==> src/design/gdm_pkg.sv <==
// ----------------------------------------------------------------------------
// Gamepad drive mapper package
// Shared widths and the request and status bundles of the iterative divider.
// ----------------------------------------------------------------------------
package gdm_pkg;

   localparam int DIV_NUM_W = 32;
   localparam int DIV_DEN_W = 16;
   localparam int DIV_QUO_W = 17;
   localparam int DIV_HI_W  = DIV_NUM_W - DIV_QUO_W;
   localparam int DIV_CNT_W = $clog2(DIV_QUO_W + 1);

   localparam logic signed [15:0] CMD_MAX  = 16'sh7FFF;
   localparam logic signed [15:0] CMD_MIN  = 16'sh8000;
   localparam logic signed [15:0] CMD_ZERO = 16'sh0000;

   typedef struct packed {
      logic                 start;
      logic [DIV_NUM_W-1:0] num;
      logic [DIV_DEN_W-1:0] den;
   } div_req_type;

   typedef struct packed {
      logic                 done;
      logic [DIV_QUO_W-1:0] quot;
   } div_rsp_type;

endpackage

==> src/design/gdm_divider.sv <==
// ----------------------------------------------------------------------------
// Gamepad drive mapper divider
// Restoring divider, one quotient bit per cycle. The quotient is limited to
// its width and reads as all ones when the true quotient would not fit.
// ----------------------------------------------------------------------------
module gdm_divider
   import gdm_pkg::*;
(
   input  logic        clock,
   input  logic        reset,
   input  div_req_type div_req,
   output div_rsp_type div_rsp
);

   typedef enum logic {DV_IDLE, DV_RUN} dv_state_type;

   dv_state_type         state_ff, state_in;
   logic                 done_ff, done_in;
   logic [DIV_CNT_W-1:0] count_ff, count_in;
   logic [DIV_DEN_W-1:0] rem_ff, rem_in;
   logic [DIV_QUO_W-1:0] quo_ff, quo_in;
   logic [DIV_DEN_W-1:0] den_ff, den_in;

   logic [DIV_DEN_W:0]   trial;
   logic [DIV_DEN_W:0]   diff;
   logic                 ge;
   logic                 ovf;

   assign trial = {rem_ff, quo_ff[DIV_QUO_W-1]};
   assign diff  = trial - {1'b0, den_ff};
   assign ge    = trial >= {1'b0, den_ff};
   assign ovf   = {{(DIV_DEN_W-DIV_HI_W){1'b0}}, div_req.num[DIV_NUM_W-1:DIV_QUO_W]}
                  >= div_req.den;

   always_comb begin
      state_in = state_ff;
      done_in  = 1'b0;
      count_in = count_ff;
      rem_in   = rem_ff;
      quo_in   = quo_ff;
      den_in   = den_ff;
      case (state_ff)
         DV_IDLE: begin
            if (div_req.start) begin
               den_in   = div_req.den;
               rem_in   = {{(DIV_DEN_W-DIV_HI_W){1'b0}},
                           div_req.num[DIV_NUM_W-1:DIV_QUO_W]};
               count_in = DIV_CNT_W'(DIV_QUO_W);
               if (ovf) begin
                  quo_in  = '1;
                  done_in = 1'b1;
               end else begin
                  quo_in   = div_req.num[DIV_QUO_W-1:0];
                  state_in = DV_RUN;
               end
            end
         end
         DV_RUN: begin
            rem_in   = ge ? diff[DIV_DEN_W-1:0] : trial[DIV_DEN_W-1:0];
            quo_in   = {quo_ff[DIV_QUO_W-2:0], ge};
            count_in = count_ff - 1'b1;
            if (count_ff == DIV_CNT_W'(1)) begin
               state_in = DV_IDLE;
               done_in  = 1'b1;
            end
         end
         default: begin
            state_in = DV_IDLE;
         end
      endcase
   end

   always_ff @(posedge clock) begin
      if (reset) begin
         state_ff <= DV_IDLE;
         done_ff  <= 1'b0;
      end else begin
         state_ff <= state_in;
         done_ff  <= done_in;
      end
      count_ff <= count_in;
      rem_ff   <= rem_in;
      quo_ff   <= quo_in;
      den_ff   <= den_in;
   end

   assign div_rsp.done = done_ff;
   assign div_rsp.quot = quo_ff;

endmodule

==> src/design/gamepad_drive_mapper_top.sv <==
// ----------------------------------------------------------------------------
// Gamepad drive mapper
// Turns one gamepad report into steering, throttle, tilt and lift height
// commands, with a deadzone rescale done on a shared iterative divider.
//
//   Channel   Ports   Direction   Contents
//   request   req_*   in          link flag, stick, triggers, pad buttons
//   response  rsp_*   out         steer, drive, tilt and height commands
//   config    csr_*   in          dead band register, write only
//
// A connected request takes a scale division and a deadzone division on the
// shared divider for steering, and two more when exactly one trigger is
// pressed; the deadzone division is skipped when the dead band alone decides
// the value. A disconnected request takes no division.
// One request is in work at a time; the next is taken while a response waits.
// Reset clears the tilt value and the dead band. A stalled response holds.
// ----------------------------------------------------------------------------
module gamepad_drive_mapper_top
   import gdm_pkg::*;
#(
   parameter int STICK_FULL_SCALE   = 65535,
   parameter int TRIGGER_FULL_SCALE = 1023
)
(
   input  logic               clock,
   input  logic               reset,
   input  logic               csr_wr_en,
   input  logic [14:0]        csr_wr_data,
   input  logic               req_valid,
   output logic               req_stall,
   input  logic               req_link_up,
   input  logic [15:0]        req_stick_horizontal,
   input  logic [9:0]         req_trigger_right,
   input  logic [9:0]         req_trigger_left,
   input  logic               req_pad_left,
   input  logic               req_pad_right,
   input  logic               req_pad_up,
   input  logic               req_pad_down,
   output logic               rsp_valid,
   input  logic               rsp_stall,
   output logic signed [15:0] rsp_steer_cmd,
   output logic signed [15:0] rsp_drive_cmd,
   output logic signed [15:0] rsp_tilt_cmd,
   output logic signed [15:0] rsp_height_cmd
);

   typedef enum logic [1:0] {ST_IDLE, ST_SCALE, ST_ZONE, ST_OUT} state_type;
   typedef enum logic [1:0] {DRV_NONE, DRV_FWD, DRV_REV} drv_dir_type;
   typedef enum logic {SEL_STEER, SEL_DRIVE} sel_type;

   state_type          state_ff, state_in;
   sel_type            sel_ff, sel_in;
   drv_dir_type        dir_ff, dir_in;
   logic               issued_ff, issued_in;
   logic [14:0]        dead_band_ff, dead_band_in;
   logic signed [15:0] tilt_accum_ff, tilt_accum_in;
   logic               rsp_valid_ff, rsp_valid_in;

   logic [15:0]        stick_ff, stick_in;
   logic [9:0]         trig_ff, trig_in;
   logic signed [15:0] v_ff, v_in;
   logic signed [15:0] steer_ff, steer_in;
   logic signed [15:0] drive_ff, drive_in;
   logic signed [15:0] tilt_item_ff, tilt_item_in;
   logic signed [15:0] height_ff, height_in;
   logic signed [15:0] rsp_steer_ff, rsp_steer_in;
   logic signed [15:0] rsp_drive_ff, rsp_drive_in;
   logic signed [15:0] rsp_tilt_ff, rsp_tilt_in;
   logic signed [15:0] rsp_height_ff, rsp_height_in;

   div_req_type        div_req;
   div_rsp_type        div_rsp;
   logic               div_start;

   logic signed [16:0] tilt_sum;
   logic signed [17:0] steer_t;
   logic signed [15:0] scale_val;
   logic [15:0]        mag;
   logic [15:0]        d;
   logic               below;
   logic               dz_full;
   logic [DIV_QUO_W-1:0] s_val;
   logic               pos;
   logic signed [15:0] zone_res;
   logic [DIV_NUM_W-1:0] stick_num;
   logic [DIV_NUM_W-1:0] trig_num;
   logic [DIV_NUM_W-1:0] zone_num;

   gdm_divider u_divider (
      .clock   (clock),
      .reset   (reset),
      .div_req (div_req),
      .div_rsp (div_rsp)
   );

   assign tilt_sum = {tilt_accum_ff[15], tilt_accum_ff}
                     + (req_pad_left ? 17'sd30 : -17'sd30);

   assign steer_t = $signed({1'b0, div_rsp.quot}) - 18'sd32768;

   always_comb begin
      if (sel_ff == SEL_STEER) begin
         scale_val = (steer_t > 18'sd32767) ? CMD_MAX : steer_t[15:0];
      end else if (dir_ff == DRV_FWD) begin
         scale_val = (div_rsp.quot > 17'd32767) ? CMD_MAX : $signed(div_rsp.quot[15:0]);
      end else begin
         scale_val = (div_rsp.quot >= 17'd32768) ? CMD_MIN
                     : $signed(16'd0 - div_rsp.quot[15:0]);
      end
   end

   assign mag      = v_ff[15] ? (16'd0 - v_ff) : v_ff;
   assign below    = mag < {1'b0, dead_band_ff};
   assign dz_full  = dead_band_ff == 15'h7FFF;
   assign d        = mag - {1'b0, dead_band_ff};
   assign s_val    = issued_ff ? div_rsp.quot : (below ? 17'd0 : 17'd32768);
   assign pos      = v_ff > 16'sd0;
   assign zone_res = pos ? ((s_val > 17'd32767) ? CMD_MAX : $signed(s_val[15:0]))
                     : ((s_val >= 17'd32768) ? CMD_MIN : $signed(16'd0 - s_val[15:0]));

   assign stick_num = {stick_ff, 16'd0} - {16'd0, stick_ff};
   assign trig_num  = {7'd0, trig_ff, 15'd0} - {22'd0, trig_ff};
   assign zone_num  = {1'b0, d, 15'd0} - {16'd0, d};

   always_comb begin
      div_req.start = div_start;
      if (state_ff == ST_ZONE) begin
         div_req.num = zone_num;
         div_req.den = {1'b0, 15'h7FFF - dead_band_ff};
      end else if (sel_ff == SEL_STEER) begin
         div_req.num = stick_num;
         div_req.den = DIV_DEN_W'(STICK_FULL_SCALE);
      end else begin
         div_req.num = trig_num;
         div_req.den = DIV_DEN_W'(TRIGGER_FULL_SCALE);
      end
   end

   always_comb begin
      state_in      = state_ff;
      sel_in        = sel_ff;
      dir_in        = dir_ff;
      issued_in     = issued_ff;
      dead_band_in  = csr_wr_en ? csr_wr_data : dead_band_ff;
      tilt_accum_in = tilt_accum_ff;
      rsp_valid_in  = rsp_valid_ff && rsp_stall;
      stick_in      = stick_ff;
      trig_in       = trig_ff;
      v_in          = v_ff;
      steer_in      = steer_ff;
      drive_in      = drive_ff;
      tilt_item_in  = tilt_item_ff;
      height_in     = height_ff;
      rsp_steer_in  = rsp_steer_ff;
      rsp_drive_in  = rsp_drive_ff;
      rsp_tilt_in   = rsp_tilt_ff;
      rsp_height_in = rsp_height_ff;
      div_start     = 1'b0;
      case (state_ff)
         ST_IDLE: begin
            if (req_valid) begin
               stick_in  = req_stick_horizontal;
               sel_in    = SEL_STEER;
               issued_in = 1'b0;
               if (req_trigger_right != 10'd0 && req_trigger_left == 10'd0) begin
                  dir_in  = DRV_FWD;
                  trig_in = req_trigger_right;
               end else if (req_trigger_left != 10'd0 && req_trigger_right == 10'd0) begin
                  dir_in  = DRV_REV;
                  trig_in = req_trigger_left;
               end else begin
                  dir_in  = DRV_NONE;
                  trig_in = 10'd0;
               end
               steer_in = CMD_ZERO;
               drive_in = CMD_ZERO;
               if (req_link_up) begin
                  tilt_item_in = tilt_accum_ff;
                  if (req_pad_left || req_pad_right) begin
                     if (tilt_sum > 17'sd32767) begin
                        tilt_accum_in = CMD_MAX;
                     end else if (tilt_sum < -17'sd32768) begin
                        tilt_accum_in = CMD_MIN;
                     end else begin
                        tilt_accum_in = tilt_sum[15:0];
                     end
                     tilt_item_in = tilt_accum_in;
                  end
                  height_in = req_pad_up ? CMD_MAX : (req_pad_down ? CMD_MIN : CMD_ZERO);
                  state_in  = ST_SCALE;
               end else begin
                  tilt_item_in = CMD_ZERO;
                  height_in    = CMD_ZERO;
                  state_in     = ST_OUT;
               end
            end
         end
         ST_SCALE: begin
            if (!issued_ff) begin
               div_start = 1'b1;
               issued_in = 1'b1;
            end else if (div_rsp.done) begin
               v_in      = scale_val;
               issued_in = 1'b0;
               state_in  = ST_ZONE;
            end
         end
         ST_ZONE: begin
            if ((!issued_ff && (below || dz_full)) || (issued_ff && div_rsp.done)) begin
               issued_in = 1'b0;
               if (sel_ff == SEL_STEER) begin
                  steer_in = zone_res;
                  if (dir_ff == DRV_NONE) begin
                     state_in = ST_OUT;
                  end else begin
                     sel_in   = SEL_DRIVE;
                     state_in = ST_SCALE;
                  end
               end else begin
                  drive_in = zone_res;
                  state_in = ST_OUT;
               end
            end else if (!issued_ff) begin
               div_start = 1'b1;
               issued_in = 1'b1;
            end
         end
         ST_OUT: begin
            if (!rsp_valid_ff || !rsp_stall) begin
               rsp_steer_in  = steer_ff;
               rsp_drive_in  = drive_ff;
               rsp_tilt_in   = tilt_item_ff;
               rsp_height_in = height_ff;
               rsp_valid_in  = 1'b1;
               state_in      = ST_IDLE;
            end
         end
         default: begin
            state_in = ST_IDLE;
         end
      endcase
   end

   always_ff @(posedge clock) begin
      if (reset) begin
         state_ff      <= ST_IDLE;
         sel_ff        <= SEL_STEER;
         dir_ff        <= DRV_NONE;
         issued_ff     <= 1'b0;
         dead_band_ff  <= 15'd0;
         tilt_accum_ff <= CMD_ZERO;
         rsp_valid_ff  <= 1'b0;
      end else begin
         state_ff      <= state_in;
         sel_ff        <= sel_in;
         dir_ff        <= dir_in;
         issued_ff     <= issued_in;
         dead_band_ff  <= dead_band_in;
         tilt_accum_ff <= tilt_accum_in;
         rsp_valid_ff  <= rsp_valid_in;
      end
      stick_ff      <= stick_in;
      trig_ff       <= trig_in;
      v_ff          <= v_in;
      steer_ff      <= steer_in;
      drive_ff      <= drive_in;
      tilt_item_ff  <= tilt_item_in;
      height_ff     <= height_in;
      rsp_steer_ff  <= rsp_steer_in;
      rsp_drive_ff  <= rsp_drive_in;
      rsp_tilt_ff   <= rsp_tilt_in;
      rsp_height_ff <= rsp_height_in;
   end

   assign req_stall      = state_ff != ST_IDLE;
   assign rsp_valid      = rsp_valid_ff;
   assign rsp_steer_cmd  = rsp_steer_ff;
   assign rsp_drive_cmd  = rsp_drive_ff;
   assign rsp_tilt_cmd   = rsp_tilt_ff;
   assign rsp_height_cmd = rsp_height_ff;

   a_rsp_from_out: assert property (@(posedge clock) disable iff (reset)
      $rose(rsp_valid_ff) |-> $past(state_ff == ST_OUT))
      else $error("response raised outside the output state");

   a_div_done_waited: assert property (@(posedge clock) disable iff (reset)
      div_rsp.done |-> (state_ff == ST_SCALE || state_ff == ST_ZONE) && issued_ff)
      else $error("divider finished while the sequencer was not waiting");

   a_tilt_on_accept: assert property (@(posedge clock) disable iff (reset)
      !$stable(tilt_accum_ff) |-> $past(reset) || $past(req_valid && !req_stall))
      else $error("tilt value changed without an accepted request");

endmodule
==> config.mk <==
export PLATFORM = sky130hd
export DESIGN_NAME = gamepad_drive_mapper_top
export DESIGN_NICKNAME = d
export VERILOG_FILES = /design/src/design/gdm_pkg.sv /design/src/design/gdm_divider.sv /design/src/design/gamepad_drive_mapper_top.sv
export SDC_FILE = /design/constraint.sdc
export NUM_CORES = 1
export LEC_CHECK = 0
export ABC_CLOCK_PERIOD_IN_PS = 5500
export BUFFER_PORTS_ARGS = -buffer_cell sky130_fd_sc_hd__buf_2
export CAP_MARGIN = 20
export CORE_UTILIZATION = 35
export DETAILED_ROUTE_END_ITERATION = 7
export PLACE_DENSITY = 0.63
export RECOVER_POWER = 25
export REMOVE_ABC_BUFFERS = 1
export SYNTH_ARGS = -nofsm -noshare
export SYNTH_HDL_FRONTEND = slang
export SYNTH_HIERARCHICAL = 1
export SYNTH_SLANG_ARGS = --single-unit
==> constraint.sdc <==
create_clock -name clock -period 5.5 [get_ports clock]
set_input_delay 0.55 -clock clock [delete_from_list [all_inputs] [get_ports clock]]
set_output_delay 0.55 -clock clock [all_outputs]
set_load 0.02 [all_outputs]
---- Yosys cells after proc, flatten, opt, wreduce, memory -nomap -nowiden ----
Cells that the tools add are included.
W data, S select, Z words.
operators by class
  multiplexer cells ....................... 69
  add/subtract/negate cells ............... 12
  reduce and logical (&&, ||, !) cells .... 32
  eq/ne operators ......................... 14
  order comparisons ....................... 11
  bitwise logic cells ..................... 2
operator list
  cell                      number
  $mux W16                  21
  $mux W48                  2
  $pmux W16 S2              3
  $mux W17                  4
  $sub A1 B16 Y16 const A   3
  $ge A17 B16 Y1 const B    2
  $gt A17 B15 Y1 const B    2
  $pmux W17 S2              1
  $sub A31 B16 Y32          1
  $sub A32 B16 Y32          1
  $sub A25 B10 Y26          1
  $logic_not A10 Y1         2
  $mux W10                  2
  $mux W2                   10
  $reduce_bool A10 Y1       2
  $gt A18 B16 Y1 const B    1
  $sub A17 B16 Y18 const B  1
  $add A17 B17 Y17          1
  $ge A17 B16 Y1            1
  $gt A17 B16 Y1 const B    1
  $lt A17 B16 Y1 const B    1
  $mux W1                   17
  $ge A15 B16 Y1            1
  $gt A16 B1 Y1 const B     1
  29 further kinds          58
storage, ports and cells
  input bits .............................. 61
  output and inout bits ................... 66
  bits in registers ....................... 264

---- Logic depth before layout (Yosys ltp) ----
  depth after elaboration ................. 11
  mapped depth ............................ 29
  depth with buffers taken out ............ 28

---- Cells and area by module ----
The synthesis kept the hierarchy.
by module, submodules not included
  module                    seq. area each (sq um)  area an instance (sq um)  instances  cells each
  gamepad_drive_mapper_top  5024.8                  12052.8                   1          1298
  gdm_divider               1661.6                  3812.4                    1          371

---- Least setup slack after synthesis ----
OpenSTA, ideal clock, no wires.
  kind .................................... reg2reg
  from .................................... register v_ff[9]
  to ...................................... register u_divider.quo_ff[0] (data pin)
  arrival time ............................ 5.613 ns
  stages on the path, launching flop included .. 26
  path slack .............................. -0.391 ns
  path buffers ............................ 2
  path through ............................ edfxtp_1 or4_1 or2_2 o31ai_1 xnor2_1 ha_1 clkbuf_1 a21o_1 and2_1 a211oi_1 nand2_1 ha_1 nor2b_1 nand3_1 nor4_2 o2111ai_1 o41ai_1 ha_1 nand4_1 nor2_1 nor2_1 nand2_1 o2bb2ai_1 a31oi_2 clkbuf_1 a22oi_1
RTL lines
  element                   RTL line                         source
  start: declaration        gamepad_drive_mapper_top.sv:61   logic signed [15:0] v_ff, v_in;
  start signal: assignment  gamepad_drive_mapper_top.sv:264  v_ff <= v_in;
  end signal: assignment    gdm_divider.sv:83                quo_ff <= quo_in;
  end: declaration          gdm_divider.sv:21                logic [DIV_QUO_W-1:0] quo_ff, quo_in;

==> impl_metrics.tcl <==
set metrics [dict create \
    status "complete, but fails checks" \
    violations "max-capacitance violations, max-slew violations, negative setup slack" \
    cts-root-buf "clkbuf_16" \
    vias_per_cell 5.51 \
    post_drt_wl_per_cell_um 18.5 \
    crit_type "register to register" \
    start_util_pct 35.6 \
    first_pass_iters 5 \
    synth.most_common_cell "edfxtp_1" \
    cts_hold_buf 0 \
    p_per_area_nw_per_um2 436 \
    routed-wl-met3_mm 2.77 \
    stdcell_area_um2 19200 \
    required_ns 5.81 \
    start_kind "register" \
    synth.avg_cell_area_um2 9.51 \
    die_w_um 215 \
    ios 127 \
    place_area_um2 17900 \
    yosys_warnings 6 \
    dp_hpwl_mm 34.6 \
    drive_gt1_share_pct 21.6 \
    finalMaxSlewViolations 56 \
    hold_viol 0 \
    core_um2 44500 \
    drc 0 \
    max_freq_mhz 176 \
    vias 13800 \
    drt_first_iter_violations 1041 \
    power.leakage_nw 7.54 \
    peakVddDrop_mv 0.303 \
    track_usage_pct 19.7 \
    overflow 0 \
    grt_pass1_vias 13600 \
    ctsLongestPathBuffers 3 \
    min_period_ns 5.68 \
    ys.flop_type "edfxtp_1" \
    period_share_pct 103 \
    synthArstFlopShare_pct 0 \
    ys_ff_latch 236 \
    grt_max_degree 65 \
    insertedDiodeCount 0 \
    fin_ws_ns -0.179 \
    yosysSeqAreaShare_pct 42.1 \
    numCtsBuffers 27 \
    fin_nets 2035 \
    crit_path_max_fanout 5 \
    clk_latency_ns 0.58 \
    dr_wl_met2_mm 21.6 \
    min_path_type "primary input to register" \
    synthTopCellsByArea "edfxtp_1 (37%), ha_1 (6.4%), dfxtp_1 (5.0%), nor2_1 (3.6%), a21oi_1 (3.4%)" \
    cap_violations 2 \
    cts_sinks 236 \
    cts_max_level 1 \
    wl_met1_mm 21.0 \
    wl_mm 46.3 \
    rsz0062_at_grt "true" \
    yosys.area.top_type_share_pct 37.1 \
    cts.clk_slew.worst_paths_ns 0.07 \
    crit_arrival_ns 5.99 \
    ant_nets 0 \
    synth_edf_count 196 \
    dp_cells 2430 \
    grt_pass1_wl_mm 73.5 \
    port-buffer-count 126 \
    setup_viol 19 \
    synthDistinctLibCells 106 \
    rows 77 \
    gp_congestion 0.956 \
    cts_tree "built" \
    syn_inst 1669 \
    clock-skew-final_ns 0.0188 \
    yosysTopAreaCell "edfxtp_1" \
    synth_common_cells "edfxtp_1 (196), nor2_1 (154), nand2_1 (136), a21oi_1 (108), o21ai_0 (101)" \
    worst-slew-pin-transition_ns 2.22 \
    syn_area_um2 15900 \
    hold_ws_ns 0.154 \
    die_height_um 215 \
    synthToLayoutAreaGrowth_pct 21.0 \
    crit_path_end_kind "register" \
    slew_headroom_pct -47.8 \
    dieArea_um2 46200 \
    topRoutingLayerUsed "met5" \
    antenna_found_initial 2 \
    final_cells 2503 \
]
-- area by class of cell --
type | instances | area [um2]
Clock buffer | 33 | 698
Clock inverter | 17 | 185
Fill cell | 4294 | 25300
Inverter | 95 | 357
Multi-Input combinational cell | 1240 | 8640
Sequential cell | 236 | 6690
Tap cell | 592 | 741
Timing Repair Buffer | 290 | 1890
-- placed cells by master, fill, tap and decap left out, drive strengths merged, types with 11 or more instances in the layout --
cell and n:
a211oi 22, a21o 19, a21oi 115, a22o 14, a2bb2oi 19, a311oi 22, a31oi 33, and2 16
and3 15, buf 273, clkbuf 50, clkinv 11, dfxtp 40, edfxtp 196, ha 81, inv 96
mux2i 36, nand2 138, nand2b 18, nand3 38, nand4 19, nor2 156, nor2b 17, nor3 37
nor4 27, o211ai 17, o21ai 108, o31ai 16, or3 13, or4 14, xnor2 55, xor2 27
-- repair_timing --
item | 4_1_cts | 5_1_grt
buffers inserted | 12 | 9
pin swaps | 17 | 6
endpoints found under the hold margin | 0 | 0
gates resized for setup | 46 | 10
endpoints found under the setup margin | 19 | 19
cloned | 2 | 0
-- where the power goes --
group	total, mW	switching [mW]	internal, mW
clock network	1.81	0.762	1.05
logic	3.52	2.20	1.32
registers	3.03	0.406	2.62
-- worst paths after layout --
check                                                       to  slack, ns  cells after the start                    start
worst min-delay path                     stick_ff[1]$_DFFE_PP_       0.15                      1  req_stick_horizontal[1]
worst max-delay path            u_divider/quo_ff[15]$_DFFE_PP_      -0.18                     27       v_ff[10]$_DFFE_PP_
worst min register to register      rsp_steer_cmd[7]$_DFFE_PP_       0.42                      0    steer_ff[7]$_DFFE_PP_
worst max register to register  u_divider/quo_ff[15]$_DFFE_PP_      -0.18                     27       v_ff[10]$_DFFE_PP_
-- flip-flops by register name, summed over array words and instances (netlist names), 5 cells and up --
register and cells:
u_divider/den_ff 16, u_divider/count_ff 5, rsp_tilt_cmd 16, tilt_accum_ff 16, v_ff 16, drive_ff 16
tilt_item_ff 16, u_divider/rem_ff 16, rsp_steer_cmd 16, rsp_drive_cmd 16, trig_ff 10, stick_ff 16
dead_band_ff 15, steer_ff 16, u_divider/quo_ff 17
-- metrics by stage --
step | setup TNS, ns | util (%) | power (mW) | setup WS [ns]
floorplan | -4.45 | - | 5.26 | -0.269
global placement | -4.95 | 40.1 | 6.37 | -0.298
detailed placement | -6.60 | 40.1 | 6.45 | -0.387
CTS | -2.26 | 43.0 | 8.36 | -0.168
global route | -8.52 | 43.1 | 8.86 | -0.508
finish | -2.26 | 43.1 | 8.36 | -0.179
-- critical path: stages, from the launching register on --
cell,delay [ns]
edfxtp_1,0.38
or4_4,0.55
or2_4,0.26
o31ai_4,0.17
xnor2_1,0.18
ha_1,0.30
buf_6,0.13
o21a_1,0.17
and3_1,0.16
mux2i_1,0.16
nand2_1,0.13
buf_4,0.17
ha_2,0.31
nand4_1,0.09
nor4_2,0.16
o211ai_1,0.15
nor2_1,0.12
buf_4,0.17
o211ai_1,0.18
ha_1,0.33
a21oi_1,0.12
nor2b_1,0.06
o21ai_0,0.14
nand2_1,0.16
a31oi_4,0.29
buf_4,0.17
buf_12,0.11
a2bb2oi_1,0.07
-- cell families after synthesis --
| family | share of synthesized area, % |
|---|---|
| mux | 2.63 |
| simple gates | 17.0 |
| buf+inv | 5.25 |
| flops | 42.1 |
| xor+xnor | 4.57 |
| compound gates | 21.5 |
| fa+ha+maj | 6.83 |
-- routing by layer --
layer  up-vias  GRT usage [%]
met3        66           3.16
met5         -              0
met1      6628           26.4
met4         4           5.36
met2       393           32.6
li1       6695              -
No activity file was read; power rests on OpenSTA's default activity.
